<file path="config.mk">
export PLATFORM = sky130hd
export DESIGN_NAME = ndr_ctrl
export DESIGN_NICKNAME = d
export VERILOG_FILES = /design/src/sv/ndr_pkg.sv /design/src/sv/ndr_ctrl.sv
export SDC_FILE = /design/constraint.sdc
export NUM_CORES = 1
export LEC_CHECK = 0
export BUFFER_PORTS_ARGS = -buffer_cell sky130_fd_sc_hd__buf_4
export CAP_MARGIN = 5
export CORE_ASPECT_RATIO = 0.8
export CORE_MARGIN = 1.5
export CORE_UTILIZATION = 50
export CTS_CLUSTER_SIZE = 16
export DETAILED_ROUTE_END_ITERATION = 7
export PLACE_DENSITY = 0.79
export SYNTH_ARGS = -nofsm -noshare
export SYNTH_HDL_FRONTEND = slang
export SYNTH_SLANG_ARGS = --single-unit
</file>
<file path="constraint.sdc">
create_clock -name clk -period 4.7 [get_ports clk]
set_input_delay 0.47 -clock clk [delete_from_list [all_inputs] [get_ports clk]]
set_output_delay 0.47 -clock clk [all_outputs]
set_load 0.03 [all_outputs]
</file>
<file path="src/sv/ndr_pkg.sv">
`timescale 1ns / 1ps

package ndr_pkg;

    localparam int MAX_ROWS_DEF = 64;
    localparam int MAX_VARS_DEF = 8;

    localparam int WORD_W      = 64;
    localparam int NUM_VARS_W  = 4;
    localparam int ROW_IDX_W   = 6;
    localparam int CFG_IDX_W   = 1;
    localparam int CFG_DATA_W  = 64;

    localparam logic [CFG_IDX_W-1:0] CFG_NUM_VARS  = 1'd0;
    localparam logic [CFG_IDX_W-1:0] CFG_TOLERANCE = 1'd1;

    // Commands from the controller to the datapath.
    typedef struct packed {
        logic load_word;
        logic clr_set;
        logic cnt_step;
        logic i_init;
        logic i_next;
        logic j_init;
        logic j_next;
        logic m_init;
        logic m_next;
        logic rd_cols;
        logic rd_const;
        logic fpu_start;
        logic mark_i;
        logic mark_j;
        logic emit_init;
        logic emit_next;
    } ndr_cmd_t;

    // Status from the datapath to the controller.
    typedef struct packed {
        logic cnt_more;
        logic rows_zero;
        logic rows_le1;
        logic i_end;
        logic i_removed;
        logic j_end;
        logic j_removed;
        logic m_last;
        logic fpu_done;
        logic fpu_differ;
        logic const_le;
        logic emit_last;
    } ndr_stat_t;

endpackage

</file>
<file path="src/sv/ndr_ctrl.sv">
`timescale 1ns / 1ps

module ndr_ctrl
    import ndr_pkg::*;
(
    input  logic      clk,
    input  logic      rst_n,
    input  logic      in_valid,
    input  logic      in_final,
    output logic      in_ready,
    output logic      out_valid,
    input  logic      out_ready,
    input  ndr_stat_t stat,
    output ndr_cmd_t  cmd
);

    typedef enum logic [10:0] {
        S_LOAD      = 11'b00000000001,
        S_COUNT     = 11'b00000000010,
        S_NEXT_I    = 11'b00000000100,
        S_NEXT_J    = 11'b00000001000,
        S_RD        = 11'b00000010000,
        S_CMP_START = 11'b00000100000,
        S_CMP_WAIT  = 11'b00001000000,
        S_CONST_RD  = 11'b00010000000,
        S_DECIDE    = 11'b00100000000,
        S_EMIT      = 11'b01000000000,
        S_FINISH    = 11'b10000000000
    } ctrl_state_t;

    ctrl_state_t state_reg, state_next;

    always_comb
    begin
        state_next = state_reg;
        cmd        = '0;
        in_ready   = 1'b0;
        out_valid  = 1'b0;
        unique case (state_reg)
            S_LOAD:
            begin
                in_ready      = 1'b1;
                cmd.load_word = in_valid;
                if (in_valid && in_final)
                    state_next = S_COUNT;
            end
            S_COUNT:
            begin
                if (stat.cnt_more)
                    cmd.cnt_step = 1'b1;
                else if (stat.rows_zero)
                    state_next = S_FINISH;
                else if (stat.rows_le1)
                begin
                    cmd.emit_init = 1'b1;
                    state_next    = S_EMIT;
                end
                else
                begin
                    cmd.i_init = 1'b1;
                    state_next = S_NEXT_I;
                end
            end
            S_NEXT_I:
            begin
                if (stat.i_end)
                begin
                    cmd.emit_init = 1'b1;
                    state_next    = S_EMIT;
                end
                else if (stat.i_removed)
                    cmd.i_next = 1'b1;
                else
                begin
                    cmd.j_init = 1'b1;
                    state_next = S_NEXT_J;
                end
            end
            S_NEXT_J:
            begin
                if (stat.j_end)
                begin
                    cmd.i_next = 1'b1;
                    state_next = S_NEXT_I;
                end
                else if (stat.j_removed)
                    cmd.j_next = 1'b1;
                else
                begin
                    cmd.m_init = 1'b1;
                    state_next = S_RD;
                end
            end
            S_RD:
            begin
                cmd.rd_cols = 1'b1;
                state_next  = S_CMP_START;
            end
            S_CMP_START:
            begin
                cmd.fpu_start = 1'b1;
                state_next    = S_CMP_WAIT;
            end
            S_CMP_WAIT:
            begin
                if (stat.fpu_done)
                begin
                    if (stat.fpu_differ)
                    begin
                        cmd.j_next = 1'b1;
                        state_next = S_NEXT_J;
                    end
                    else if (stat.m_last)
                        state_next = S_CONST_RD;
                    else
                    begin
                        cmd.m_next = 1'b1;
                        state_next = S_RD;
                    end
                end
            end
            S_CONST_RD:
            begin
                cmd.rd_const = 1'b1;
                state_next   = S_DECIDE;
            end
            S_DECIDE:
            begin
                if (stat.const_le)
                begin
                    cmd.mark_j = 1'b1;
                    cmd.j_next = 1'b1;
                    state_next = S_NEXT_J;
                end
                else
                begin
                    cmd.mark_i = 1'b1;
                    cmd.i_next = 1'b1;
                    state_next = S_NEXT_I;
                end
            end
            S_EMIT:
            begin
                out_valid = 1'b1;
                if (out_ready)
                begin
                    if (stat.emit_last)
                        state_next = S_FINISH;
                    else
                        cmd.emit_next = 1'b1;
                end
            end
            S_FINISH:
            begin
                cmd.clr_set = 1'b1;
                state_next  = S_LOAD;
            end
            default:
            begin
                state_next = S_LOAD;
            end
        endcase
    end

    always_ff @(posedge clk or negedge rst_n)
    begin
        if (!rst_n)
            state_reg <= S_LOAD;
        else
            state_reg <= state_next;
    end

endmodule

</file>
# == Yosys cells after proc, flatten, opt, wreduce, memory -nomap -nowiden ==
# Index checks and enable logic that the tools add are counted.
# W data, S select, Z words.
# classes
eq_ne,18
n_reduce_logical,2
mux,55
# ops
operator,count
$mux W11,11
$pmux W11 S10,1
$mux W1,33
$eq A11 B1 Y1 const B,1
$eq A11 B10 Y1 const B,1
$eq A11 B11 Y1 const B,1
$eq A11 B2 Y1 const B,1
$eq A11 B3 Y1 const B,1
$eq A11 B4 Y1 const B,1
$eq A11 B5 Y1 const B,1
$eq A11 B6 Y1 const B,1
$eq A11 B7 Y1 const B,1
$eq A11 B8 Y1 const B,1
$eq A11 B9 Y1 const B,1
$mux W10,1
$ne A2 B2 Y1 const B,5
$mux W2,4
$mux W8,1
$reduce_and A7 Y1,1
$ne A3 B3 Y1 const B,2
$pmux W1 S3,2
$mux W4,1
$pmux W1 S2,1
$logic_and A1 B1 Y1,1
# totals
out_inout_bits,18
reg_bits,11

# == Depth between registers and ports, before layout ==
# Gate-level depths: netlist of run 1.
# depth
word_depth,4
ltp_mapped,5
mapped_depth_nobuf,5

# == Worst setup path after synthesis of run 1 ==
# Ideal clock, no wire load.
# synth_timing
path_kind,register -> output
from,register state_reg[1]
to,output cmd[6] in the netlist's numbering
arrival_time_ps,2075
stages_incl_launch_ff,4
required_time_ps,4230
slack_ps,2155
cell_sequence,dfrtp_1 -> nor4_2 -> nand2_1 -> nor4bb_1
# synth_lines
item,line,source
start: declaration,ndr_ctrl.sv:31,"ctrl_state_t state_reg, state_next;"
start signal: assignment,ndr_ctrl.sv:170,state_reg <= state_next;
end: declaration,ndr_ctrl.sv:14,output ndr_cmd_t cmd

==> metrics.cfg, run 1 <==
[floorplan]
die_h_um=40.2
start_util_pct=53.1
ios=35
dieArea_um2=1990
core_area_um2=1630
die_w_um=49.5
rows=13

[place]
place_congestion=0.863
placed_cells=150
dpl_cell_area_um2=1150
dp_slack_ns=2.38
io_buffers=34
place_hpwl_um=1940

[synthesis]
syn_nets=111
syn_area_um2=863
synth-simple-area-share_pct=46.4
synth_fa_ha_area_share_pct=0
synth_compound_area_share_pct=17.0
synth-seq-cells=11
syn_avg_cell_area_um2=9.18
synth_top_family_by_area=simple AND/OR/NAND/NOR gates
synthXorXnorAreaFrac_pct=2.03
syn_inst=94
synth_mux_area_share_pct=0
synth_edf_count=0
synthFlopType=dfrtp_1
yosysSeqAreaShare_pct=32.0
synthDistinctLibCells=43
yosys_warnings=0
async_reset_ff_share_pct=100

[timing]
fin_worst_hold_slack_ns=0.0145
relSlewSlack_pct=58.1
final.setup.tns_ns=0
rsz0062_at_grt=no
maxSlewViolCount=0
fmax_mhz=378
finalSetupViolCount=0
min_period_over_period_pct=56.2
finalHoldViolations=0
period_minus_slack_ns=2.64
skew_ns=0.00216
timing.final.ws_setup_ns=2.06
worstMarginPinSlew_ns=0.620

[clock_tree]
htree_levels=1
ctsHoldBuffers=0
cts-resized-gates=0
numCtsBuffers=3
clock_sinks=11
cts_setup_buffers=0
clkTransAtPathRegs_ns=0.08
cts_tree=built
cts_buffer_depth=2
clock_latency_ns=0.28
clockRootBuffer=clkbuf_4

[global_routing]
grt_usage_pct=26.3
antenna_found_initial=0
grt_max_degree=12
grt_pass1_vias=772
grt_first_pass_wirelength_um=3730
grt_remaining_overflow=0

[power]
ir_drop_v=0.000196
power.density_nw_per_um2=328
p_leak_nw=0.585
power_mw=0.384

[critical_path]
cp_data_required_time_ns=4.23
cp.arrival_ns=2.17
critPathMaxStageDelay_ns=0.56
reg2reg_slack_ns=2.59
crit_slowest_cell=nor4_2
path_class=flop to output pin
critPathMaxFanout=6
worst_setup_path_end_kind=output pin
startpoint_type=flop
path_cells=nor4_2 > nand2_1 > nor4bb_1 > buf_4

[route]
drcViolationCount=0
final_antenna_net_count=0
drt-vias-per-instance=5.95
drt-wirelength-per-cell_um=15.7
first_pass_iters=4
drt-initial-drc-count=28
dr_total_vias=916
routed_wl_um=2410

[layout]
drive_gt1_share_pct=36.4
fin_util_pct=72.1
area_growth_pct=35.8
nets=150
fin_area_um2=1170
fin_cells=154
n_antenna_cell=0
largest_reg_flops=11

[hold_path]
hp-class=input pin to async pin

[run]
maxCapViolations=0

[status]
status=finished clean

==> cell families after synthesis <==
family,after synthesis
AO/OA/AOI/OAI,19
XOR/XNOR,2
buffers and inverters,6
flip-flops,11
AND/OR/NAND/NOR,56
==> cells in the mapped netlist (2+ instances only) <==
cell	number	area (um^2)
inv_1	6	22.5
nand3_1	3	15.0
nor4_2	2	25.0
and3_1	2	12.5
o211ai_1	3	22.5
o21ai_0	3	15.0
nor4b_1	4	35.0
nor4_1	4	25.0
nand3b_1	2	15.0
xor2_1	2	17.5
nor4_4	2	42.5
nor3_1	4	20.0
nor2_1	9	33.8
dfrtp_1	10	250
nor4bb_1	2	20.0
or2_1	2	12.5
and2_1	3	18.8
nand2_1	6	22.5
==> power breakdown <==
group	leakage, nW	switching [mW]	total [mW]	internal (mW)
clock	0.0150	0.0364	0.0694	0.0330
sequential	0.149	0.0163	0.125	0.108
combinational	0.421	0.115	0.190	0.0754
total	0.585	0.167	0.384	0.217
==> worst paths after layout <==
check                             start  cells after the start            to
max                        state_reg[1]                      4        cmd[6]
min                               rst_n                      1  state_reg[8]
max reg2reg                state_reg[1]                      5  state_reg[7]
min reg2reg                state_reg[4]                      1  state_reg[8]
max in group asynchronous         rst_n                      1  state_reg[0]
min in group clk                stat[3]                      2  state_reg[6]
==> cells in the final DEF, fill, tap and decap left out, types with 2 or more instances in the layout <==
master,instances
inv_1,6
o211ai_1,3
buf_4,34
nand3b_1,2
dfrtp_1,10
and2_1,3
nor4b_1,4
nor4_2,2
o21ai_0,3
nand3_1,3
nor2_1,9
nand2_1,6
nor4_1,4
or2_1,2
nor4_4,2
xor2_1,2
nor3_1,4
nor4bb_1,2
clkbuf_4,3
and3_1,2
==> per-layer routing <==
| metal | global-route usage (%) | vias to the layer above | wire, um |
|---|---|---|---|
| li1 | - | 443 | - |
| met1 | 35.7 | 422 | 1080 |
| met2 | 43.2 | 51 | 1150 |
| met3 | 5.60 | 0 | 181 |
| met4 | 7.64 | 0 | 0 |
| met5 | 0 | - | 0 |
==> layout make-up <==
class	instances	area (um^2)
Tap cell	22	27.5
Inverter	6	22.5
Fill cell	133	454
Timing Repair Buffer	34	255
Clock buffer	4	26.3
Multi-Input combinational cell	77	564
Sequential cell	11	277
==> critical path, delay by kind of cell, from the launching register on <==
family                 cells  cell delay, ns
flip-flops                 1            0.44
buffers and inverters      1            0.23
AND/OR/NAND/NOR            3            1.23
Note: power is estimated with default switching activity, not from simulation.
==> run 2, diff against run 1 <==
Settings changed: CORE_UTILIZATION 50 to 47, PLACE_DENSITY 0.79 to 0.75.
Clock period 4.7 ns to 2.7 ns, I/O delays scaled along.
==> run 2 against run 1 <==
  * Register-to-register slack worse by 2.0 ns
  * Critical path type unchanged
  * Largest power group unchanged
  * Die area up 6.0%
  * Setup slack got worse by 1.8 ns
  * Count of clock-buffer cells in the layout decreased by 1
  * First-iteration DRC count fell by 50%
  * Routed wire length is 5.8% lower
  * Global-route usage shrank 0.92 points
==> metrics.cfg, run 2 (synthesis results as in run 1) <==
[timing]
rsz0062_at_grt=no
skew_ns=0.000418
fmax_mhz=409
finalSetupViolCount=0
final.setup.tns_ns=0
worstMarginPinSlew_ns=0.632
finalHoldViolations=0
maxSlewViolCount=0
relSlewSlack_pct=57.3
period_minus_slack_ns=2.44
min_period_over_period_pct=90.5

[critical_path]
crit_start=state_reg[1]
crit_end=cmd[7]
r2r_cells=5
crit_slowest_cell=nor4_2
worstReg2RegEnd=state_reg[7]
crit_family=simple AND/OR/NAND/NOR gates
r2r-start=state_reg[1]
startpoint_type=flop
path_class=flop to output pin
path_cells=nor4_2 > nand3_1 > nor3_1 > and2_1 > buf_4
cp_data_required_time_ns=2.43
critPathMaxFanout=6
critPathMaxStageDelay_ns=0.57
cp_num_cells=5
crit_buf_inv=1
reg2reg_slack_ns=0.61
cp.arrival_ns=2.17
worst_setup_path_end_kind=output pin

[layout]
layout_commonest_cell=buf_4
largest_reg_flops=11
area_growth_pct=37.1
nets=151
drive_gt1_share_pct=36.8
fin_util_pct=70.6
final_cell_mix=buf_4, dfrtp_1, nor2_1
n_antenna_cell=0

[power]
clock_power_share_pct=17.8
power_frac_comb_pct=49.3
p_leak_nw=0.592
sw_frac_of_total_pct=43.2
ir_drop_v=0.000347
power.density_nw_per_um2=560
power_frac_seq_pct=32.9
p_sw_mw=0.286
internal_power_mw=0.376

[place]
place_congestion=0.838
io_buffers=34
place_hpwl_um=1780

[global_routing]
grt_remaining_overflow=0
grt_max_degree=12
grt_pass1_vias=804
grt_usage_pct=25.3
antenna_found_initial=0
grt_first_pass_wirelength_um=3640

[route]
dr_total_vias=907
final_antenna_net_count=0
routed_wl_um=2270
drcViolationCount=0
drt-wirelength-per-cell_um=14.7
drt-initial-drc-count=14
first_pass_iters=4
drt-vias-per-instance=5.85

[clock_tree]
cts_tree=built
numCtsBuffers=3
clkTransAtPathRegs_ns=0.07
clock_latency_ns=0.28
clockRootBuffer=clkbuf_4
htree_levels=1
cts_buffer_depth=2
clock_sinks=11
ctsHoldBuffers=1
cts_setup_buffers=0
cts-resized-gates=0

[hold_path]
hold_depth=2
hp-class=input pin to flop

[floorplan]
die_h_um=41.3
core_area_um2=1680
dieArea_um2=2100
die_w_um=50.9
ios=35
rows=13
start_util_pct=51.5

[run]
maxCapViolations=0

[status]
status=finished clean

[run 2: cell types whose count changed in the layout (fill, tap and decap cells not counted)]
cell and delta:
clkbuf_1 -1, clkinv_2 +1, dlygate4sd3_1 +1
[run 2: area by class of cell]
class                   count  area, um^2
repair buffers             35         265
inverters                   6        22.5
flip-flops and latches     11         277
clock buffers               3        22.5
well taps                  22        27.5
fillers                   132         492
clock inverters             1        5.00
multi-input cells          77         564
[run 2: worst min-delay path by stage]
stage                                to  slack, ns    start
final                      state_reg[6]       0.19  stat[3]
after global routing       state_reg[6]       0.18  stat[3]
after CTS                  state_reg[6]       0.18  stat[3]
after detailed placement   state_reg[4]       0.11    rst_n
after global placement     state_reg[7]       0.11    rst_n
after floorplan           state_reg[10]      -0.03    rst_n
[run 2: per-layer routing]
metal	GRT usage, %	share of wire (%)
met1	31.2	45
met2	44.2	47
met3	6.43	6.3
met4	10.1	1.5
met5	0	0
[run 2: stage by stage]
stage                     cell area (um^2)  setup WS, ns  power (mW)  hold slack, ns  cells
after detailed placement              1150         0.608       0.543           0.115    150
after global placement                1150         0.625       0.537           0.112    150
after global routing                  1180        0.0484       0.706           0.180    155
after CTS                             1180         0.255       0.666           0.181    155
after floorplan                        863         0.355       0.434         -0.0256     94
final                                 1180         0.255       0.663           0.187    155
[run 2: power by group through the flow]
stage               registers (mW)  clock network [mW]  logic, mW
finish                       0.218               0.118      0.327
global route                 0.218               0.132      0.356
CTS                          0.217               0.120      0.329
detailed placement           0.219                   0      0.324
global placement             0.216                   0      0.321
floorplan                    0.212                   0      0.222
